`src/hdl/lobm_pkg.sv`:
```
// Package for the limit order book matcher: request/result transaction types and codes.
// No dependencies.
package lobm_pkg;

  typedef enum logic [2:0] {
    MODE_ADD_LIMIT = 3'd0,
    MODE_MARKET    = 3'd1,
    MODE_ADD_STOP  = 3'd2,
    MODE_CANCEL    = 3'd3,
    MODE_MATCH     = 3'd4,
    MODE_CHECK     = 3'd5,
    MODE_NONE6     = 3'd6,
    MODE_NONE7     = 3'd7
  } mode_e;

  typedef enum logic [1:0] {
    ST_OK        = 2'd0,
    ST_NOT_FOUND = 2'd1,
    ST_FULL      = 2'd2,
    ST_RSVD      = 2'd3
  } status_e;

  localparam logic SIDE_BUY  = 1'b0;
  localparam logic SIDE_SELL = 1'b1;
  localparam logic KIND_TRADE  = 1'b0;
  localparam logic KIND_STATUS = 1'b1;
  localparam int unsigned MaxTrades = 63;

  typedef struct packed {
    logic [2:0]  mode;
    logic        side;
    logic [31:0] ord_id;
    logic [15:0] limit_price;
    logic [15:0] stop_price;
    logic [23:0] quantity;
    logic [31:0] stamp;
  } req_t;

  typedef struct packed {
    logic        kind;
    logic [31:0] buyer_id;
    logic [31:0] seller_id;
    logic [15:0] fill_price;
    logic [23:0] fill_qty;
    logic        aggressor;
    logic [1:0]  status;
    logic        last;
  } res_t;

endpackage

```
`src/hdl/lobm_front.sv`:
```
// Front end of the order book matcher: accepts requests and queues them for the engine.
// Depends on lobm_pkg.
module lobm_front import lobm_pkg::*; #(
  parameter int Depth = 2
) (
  input  logic clk_i,
  input  logic rst_ni,
  input  logic  in_valid_i,
  output logic  in_ready_o,
  input  req_t  in_data_i,
  output logic  q_valid_o,
  input  logic  q_ready_i,
  output req_t  q_data_o
);
  localparam int AW = (Depth > 1) ? $clog2(Depth) : 1;

  req_t          mem_q [Depth];
  logic [AW-1:0] wr_q, rd_q;
  logic [AW:0]   cnt_q;
  logic          push, pop;
  req_t          cur;

  // Requests with a mode that does nothing are turned into a plain status request here.
  always_comb begin
    cur = in_data_i;
    if (in_data_i.mode == MODE_NONE6 || in_data_i.mode == MODE_NONE7) begin
      cur.mode = MODE_NONE6;
    end
  end

  assign in_ready_o = (cnt_q != (AW+1)'(Depth));
  assign push = in_valid_i && in_ready_o;
  assign q_valid_o = (cnt_q != '0);
  assign pop  = q_valid_o && q_ready_i;
  assign q_data_o = mem_q[rd_q];

  always_ff @(posedge clk_i) begin
    if (push) begin
      mem_q[wr_q] <= cur;
    end
  end

  always_ff @(posedge clk_i or negedge rst_ni) begin
    if (!rst_ni) begin
      wr_q <= '0;
      rd_q <= '0;
      cnt_q <= '0;
    end else begin
      if (push) wr_q <= (wr_q == AW'(Depth-1)) ? '0 : wr_q + 1'b1;
      if (pop)  rd_q <= (rd_q == AW'(Depth-1)) ? '0 : rd_q + 1'b1;
      cnt_q <= cnt_q + (AW+1)'(push) - (AW+1)'(pop);
    end
  end

  a_cnt_bound: assert property (@(posedge clk_i) disable iff (!rst_ni)
    cnt_q <= (AW+1)'(Depth)) else $error("queue count overflow");
  a_no_push_full: assert property (@(posedge clk_i) disable iff (!rst_ni)
    (cnt_q == (AW+1)'(Depth)) |-> !push) else $error("push while full");
  a_cnt_step: assert property (@(posedge clk_i) disable iff (!rst_ni)
    (push && !pop) |=> cnt_q == $past(cnt_q) + 1'b1) else $error("count step");
endmodule

```
`config.mk`:
```
export PLATFORM = sky130hd
export DESIGN_NAME = lobm_front
export DESIGN_NICKNAME = d
export VERILOG_FILES = /design/src/hdl/lobm_pkg.sv /design/src/hdl/lobm_front.sv
export SDC_FILE = /design/constraint.sdc
export NUM_CORES = 1
export LEC_CHECK = 0
export BUFFER_PORTS_ARGS = -buffer_cell sky130_fd_sc_hd__clkbuf_2
export CAP_MARGIN = 30
export CELL_PAD_IN_SITES_DETAIL_PLACEMENT = 1
export CELL_PAD_IN_SITES_GLOBAL_PLACEMENT = 1
export CORE_MARGIN = 2
export CORE_UTILIZATION = 44
export CTS_BUF_LIST = sky130_fd_sc_hd__clkbuf_16
export CTS_CLUSTER_SIZE = 24
export DETAILED_ROUTE_END_ITERATION = 8
export GPL_TIMING_DRIVEN = 0
export PLACE_DENSITY = 0.8
export SLEW_MARGIN = 0
export SYNTH_ARGS = -nofsm -noshare
export SYNTH_HDL_FRONTEND = slang
export SYNTH_SLANG_ARGS = --single-unit
```
`constraint.sdc`:
```
create_clock -name clk_i -period 7.2 [get_ports clk_i]
set_input_delay 0.36 -clock clk_i [delete_from_list [all_inputs] [get_ports clk_i]]
set_output_delay 0.36 -clock clk_i [all_outputs]
set_load 0.02 [all_outputs]
```
==> reports/metrics.yaml, run 1 <==
critical_path:
  arrival_ns: 1.87
  path_max_fanout: 10
  crit_type: "flip-flop to output port"
  end_kind: "output port"
  critPathLaunchType: "flip-flop"
  cp.required_ns: 6.84
timing:
  final.min_clock_period_ns: 2.23
  hold_viol: 0
  slew_violations: 0
  rsz0062_at_grt: "false"
  worst_pin_slew_ns: 0.614
  fmax_mhz: 447
  worst_slew_margin_rel: 0.590
  setup_viol: 0
  skew_ns: 0.00822
  fin_crit_sh: 0.310
finish:
  fin_nets: 828
  multi_input_area_um2: 1720
  finish.utilization: 0.572
  syn_to_final_growth_pct: 27.9
  layout.cells.non_filler: 995
  final_cell_area_um2: 12000
  drive_gt1_frac: 0.608
  seq_area_um2: 7550
  fill_cells: 1937
job:
  drv_cap: 0
yosys:
  yosysMostFrequentCell: "edfxtp_1"
  ys.flop_type: "edfxtp_1"
  synth-async-reset-ratio: 0.0159
  synth_area_leaders: "edfxtp_1, mux2_2, mux2_4"
  ys_types: 21
  ys_seq_elements: 252
  yosys.area.top_type: "edfxtp_1"
  ys_warn_count: 0
  avgSynthCellArea_um2: 22.8
  synth_common_cells: "edfxtp_1, mux2_2, mux2_4"
  synth_edf_count: 248
  ys_seq_area_frac: 0.805
  syn-cell-area_um2: 9380
  synth_fp_nets: 540
  syn_inst: 411
  yosysTopAreaCellShare: 0.794
global_route:
  grt_pass1_vias: 5406
  top_usage_layer: "met2"
  grt_overflow: 0
  track_usage: 0.169
  grt_use_met2: 0.309
  grt_pass1_wl_um: 29200
  grt_max_degree: 52
  grt_use_met3: 0.0503
  antenna_found_initial: 2
  grt_use_met1: 0.191
clocking:
  clkTransAtPathRegs_ns: 0.06
  clockBufferDepth: 3
  cts_root_buf: "clkbuf_16"
  insertion_delay_ns: 0.51
  cts.sinks: 252
  cts_buffers: 26
  ctsHtreeMaxLevel: 1
  cts_tree: "yes"
  post_cts_buffers: 0
floorplan:
  die_y_um: 150
  start_util: 0.448
  rows: 53
  die_w_um: 150
  core-area_um2: 21000
  fp.dieArea_um2: 22500
  ios: 254
place:
  place_inst: 945
  place_hpwl_um: 13800
  place_congestion: 0.711
  numPortBuffers: 253
  placed_area_um2: 11100
drt:
  vias: 4846
  firstDrtPassIters: 4
  drt_iter0_drc: 169
  wirelength_um: 19600
  route.detailed.drc: 0
  viasPerCell: 4.87
  ant_nets: 0
  wl_per_cell_um: 19.7
pwr:
  p_sw_mw: 1.68
  swShare: 0.322
  p_clk_frac: 0.251
  p_int_mw: 3.54
  power_density_nw_per_um2: 435
  pwr-share-seq: 0.400
  leakage_nw: 4.72
  peakVddDrop_mv: 0.253
  share_comb_of_total_power: 0.348
status:
  status: "finished, final reports clean"
worst_hold_path:
  hold_class: "input pin to flip-flop"
## final timing paths
kind | slack [ns] | startpoint | depth (start not counted) | endpoint
worst max-delay path | 4.97 | rd_q | 5 | q_data_o[77]
worst min-delay path | 0.03 | in_data_i[8] | 1 | mem_q[0][8]
worst max register to register | 5.14 | cnt_q[0] | 5 | mem_q[0][68]
worst min register to register | 0.57 | wr_q | 1 | wr_q
max in group asynchronous | 6.86 | rst_ni | 2 | cnt_q[1]
min in group asynchronous | 0.21 | rst_ni | 2 | rd_q
## area by class of cell
cell class / instances / share of cell area
Clock inverter: 21 / 0.0149
Clock buffer: 27 / 0.0563
Multi-Input combinational cell: 143 / 0.144
Tap cell: 275 / 0.0287
Sequential cell: 252 / 0.629
Timing Repair Buffer: 260 / 0.117
Antenna cell: 1 / 0.000209
Buffer: 16 / 0.0101
## stage by stage
| stage | setup WS (ns) | power (mW) | hold slack (ns) | TNS (ns) |
|---|---|---|---|---|
| floorplan | 0.634 | 3.39 | 0.0644 | 0 |
| global placement | -1.65 | 3.91 | 0.169 | -203.67 |
| detailed placement | 5.12 | 3.96 | 0.175 | 0 |
| CTS | 4.91 | 5.29 | 0.0126 | 0 |
| global route | 4.86 | 5.46 | 0.0114 | 0 |
| finish | 4.97 | 5.22 | 0.0344 | 0 |
## registers in the layout, summed over array words and instances (netlist names)
signal and flops:
mem_q 248, cnt_q 2, rd_q 1, wr_q 1
## per-layer routing
| layer | wire [um] | part of all wire | vias up |
|---|---|---|---|
| li1 | - | - | 2215 |
| met1 | 7410 | 0.38 | 2405 |
| met2 | 10200 | 0.52 | 186 |
| met3 | 1600 | 0.081 | 40 |
| met4 | 435 | 0.022 | 0 |
| met5 | 0 | 0 | - |
## kinds of logic (layout without fill, tap and decap cells)
group                      after synthesis  in the layout  synth area share
xor gates and xnor gates                 3              3           0.00280
buffers and inverters                   16            324            0.0129
and+or+nand+nor                         10             10           0.00520
DFF                                    252            252             0.805
muxes                                  124            124             0.169
adders and majority gates                1              1           0.00133
AOI/OAI and AO/OA                        5              5           0.00414
other                                    0              1                 0
## critical path, cell delays in order, from the launching register on
cell and delay, ns:
dfrtp_1 0.34, buf_6 0.13, buf_6 0.19, buf_6 0.21, mux2_4 0.32, clkbuf_2 0.17
## cells in the final DEF, fill, tap and decap left out, types with 2 or more instances in the layout
| cell type | netlist | layout |
|---|---|---|
| clkbuf_2 | 0 | 253 |
| edfxtp_1 | 248 | 248 |
| mux2_2 | 74 | 74 |
| mux2_4 | 50 | 50 |
| clkbuf_16 | 0 | 27 |
| buf_6 | 7 | 7 |
| buf_2 | 7 | 7 |
| inv_1 | 0 | 7 |
| clkinv_1 | 0 | 5 |
| buf_12 | 0 | 5 |
| dfrtp_1 | 4 | 4 |
| xnor2_1 | 3 | 3 |
| bufinv_16 | 0 | 3 |
| clkinvlp_4 | 0 | 3 |
| clkbuf_1 | 2 | 2 |
| nor2_1 | 3 | 2 |
| nand2_1 | 2 | 2 |
| clkinv_2 | 0 | 2 |
## power by group through the flow
stage	Clock (mW)	Combinational [mW]	Sequential, mW
final	1.31	1.82	2.09
after global routing	1.40	1.94	2.12
after CTS	1.35	1.85	2.09
after detailed placement	0	1.84	2.12
after global placement	0	1.73	2.18
after floorplan	0	1.24	2.14
## timing repair
item	in CTS	in global routing
hold buffers	1	0
endpoints found under the hold margin	4	0
resized for setup	0	0
Power figures use the tool's default switching activity.
==> run 2, diff against run 1 <==
==> constraint.sdc (replaced) <==
create_clock -name clk_i -period 2.33 [get_ports clk_i]
set_input_delay 0.1165 -clock clk_i [delete_from_list [all_inputs] [get_ports clk_i]]
set_output_delay 0.1165 -clock clk_i [all_outputs]
set_load 0.02 [all_outputs]
==> run 2 against run 1 <==
Clock skew is 0.0082 ns higher. Worst hold slack better by 0.29 ns. Via count is 12% higher. Routed wire length is 21% higher. Clock-buffer cell count stayed put. Non-clock buffer count is 127 higher. Global-route usage is 3.6 points higher. Sequential power grew to 3.1 times the previous value. Cell count is 13% higher. Critical path type unchanged. Largest cell class unchanged. Highest routed layer unchanged.
==> reports/metrics.yaml, run 2 (synthesis gave the netlist of run 1 again) <==
drt:
  route.detailed.drc: 0  # unchanged
  wl_per_cell_um: 21.0  # +6.7%
  vias: 5407  # +12%
  wirelength_um: 23700  # +21%
  firstDrtPassIters: 4  # unchanged
  drt_iter0_drc: 152  # -10%
  ant_nets: 0  # unchanged
  viasPerCell: 4.81  # -1.2%
timing:
  hold_viol: 0  # unchanged
  setup_ws_ns: 0.296  # -4.67 ns
  skew_ns: 0.0164  # +0.00821 ns
  fin_crit_sh: 0.873
  worst_slew_margin_rel: 0.596  # +0.00537
  slew_violations: 0  # unchanged
  worst_pin_slew_ns: 0.606  # -0.00806 ns
  rsz0062_at_grt: "false"
  fmax_mhz: 492
  final.min_clock_period_ns: 2.03
  setup_viol: 0  # unchanged
global_route:
  top_usage_layer: "met2"
  grt_overflow: 0  # unchanged
  grt_use_met1: 0.226  # +0.0344
  grt_max_degree: 50  # -3.8%
  grt_use_met2: 0.383  # +0.0747
  track_usage: 0.204  # +0.0357
  grt_use_met3: 0.0546  # +0.00427
  antenna_found_initial: 3  # +1
  grt_pass1_wl_um: 35000  # +20%
  grt_pass1_vias: 6234  # +15%
pwr:
  power_density_nw_per_um2: 1230  # +180%
  total_power_mw: 16.3  # +210%
  leakage_nw: 5.24  # +11%
  peakVddDrop_mv: 0.989  # +290%
clocking:
  clockBufferDepth: 3  # unchanged
  clkTransAtPathRegs_ns: 0.06  # about the same
  cts_buffers: 26  # unchanged
  ctsHtreeMaxLevel: 1  # unchanged
  cts_resized: 0  # unchanged
  insertion_delay_ns: 0.52  # about the same
  cts.sinks: 252  # unchanged
  cts_root_buf: "clkbuf_16"
  cts_tree: "yes"
critical_path:
  critPathLaunchType: "flip-flop"
  arrival_ns: 1.92  # +0.05 ns
  crit_type: "flip-flop to output port"
  end_kind: "output port"
  cp.required_ns: 2.21  # -4.63 ns
  path_max_fanout: 10  # unchanged
status:
  status: "finished, final reports clean"
finish:
  largest_register_ffs: 248  # unchanged
  top_register: "mem_q"
  fin_nets: 955  # +15%
  drive_gt1_frac: 0.514  # -0.0936
  syn_to_final_growth_pct: 41.0
  top_regs: "mem_q (248), cnt_q (2)"
  layout_commonest_cell: "clkbuf_2"
  mostFrequentLayoutCells: "clkbuf_2, edfxtp_1, dlygate4sd3_1"
  fill_cells: 1899  # -2.0%
  layout.cells.non_filler: 1124  # +13%
job:
  drv_cap: 0  # unchanged
floorplan:
  fp.dieArea_um2: 22500  # unchanged
  die_w_um: 150  # unchanged
  rows: 53  # unchanged
  die_y_um: 150  # unchanged
  core-area_um2: 21000  # unchanged
  start_util: 0.448  # unchanged
  ios: 254  # unchanged
place:
  place_ws_ns: 0.383  # -4.73 ns
  place_hpwl_um: 13900  # +0.73%
  place_inst: 945  # unchanged
  place_congestion: 0.759  # +6.8%
  numPortBuffers: 253  # unchanged
worst_hold_path:
  hold_class: "input pin to flip-flop"
run 2: cell count changes in the layout (fill, tap and decap cells not counted):
cell / change
dlygate4sd3_1: +127
clkinv_1: +5
clkinvlp_4: -3
bufinv_16: -2
diode_2: +2
clkinv_2: +1
inv_1: -1
inv_6: +1
inv_8: -1
nand2_1: -1
nand2_4: +1
nand2b_1: -1
nand2b_4: +1
run 2: worst paths after layout:
kind | cells past startpoint | end | start | slack (ns)
worst max-delay path | 5 | q_data_o[99] | rd_q | 0.30
max in group asynchronous | 3 | rd_q | rst_ni | 1.62
worst min-delay path | 2 | mem_q[0][103] | in_data_i[103] | 0.33
worst min register to register | 1 | wr_q | wr_q | 0.57
min in group asynchronous | 3 | cnt_q[1] | rst_ni | 0.53
worst max register to register | 3 | mem_q[1][121] | cnt_q[0] | 0.36
run 2: routing by layer:
| metal | wire length (um) | up-vias |
|---|---|---|
| li1 | - | 2470 |
| met1 | 8630 | 2674 |
| met2 | 12700 | 212 |
| met3 | 1740 | 51 |
| met4 | 552 | 0 |
| met5 | 0 | - |
run 2: timing repair:
action | in CTS | in global routing
hold endpoints to repair | 255 | 0
buffers inserted | 0 | 0
hold buffers | 128 | 0
run 2: metrics by stage:
| step | TNS, ns | hold WS (ns) | util | instance area (um2) |
|---|---|---|---|---|
| global placement | -283.90 | -0.0734 | 0.526 | 11000 |
| global route | 0 | 0.323 | 0.631 | 13200 |
| floorplan | -110.83 | -0.179 | - | 9400 |
| detailed placement | 0 | -0.0637 | 0.532 | 11100 |
| finish | 0 | 0.326 | 0.631 | 13200 |
| CTS | 0 | 0.303 | 0.631 | 13200 |
run 2: cell type report:
cell class | count | area (um2) | share of cell area
flip-flops and latches | 252 | 7550 | 0.571
clock inverters | 21 | 114 | 0.00861
clock buffers | 27 | 676 | 0.0511
diodes | 3 | 7.51 | 0.000568
repair buffers | 387 | 2680 | 0.202
multi-input cells | 143 | 1740 | 0.131
well taps | 275 | 344 | 0.0260
plain buffers | 16 | 121 | 0.00918
run 2: worst max-delay path, stage by stage, from the launching register on:
cell,delay (ns)
dfrtp_1,0.35
buf_6,0.15
buf_6,0.19
buf_6,0.20
mux2_4,0.32
clkbuf_2,0.18
run 2: where the power goes:
group          total [mW]  switching, mW  internal [mW]
clock                3.85           1.66           2.19
sequential           6.50          0.309           6.19
combinational        5.92           3.46           2.47
total                16.3           5.43           10.8
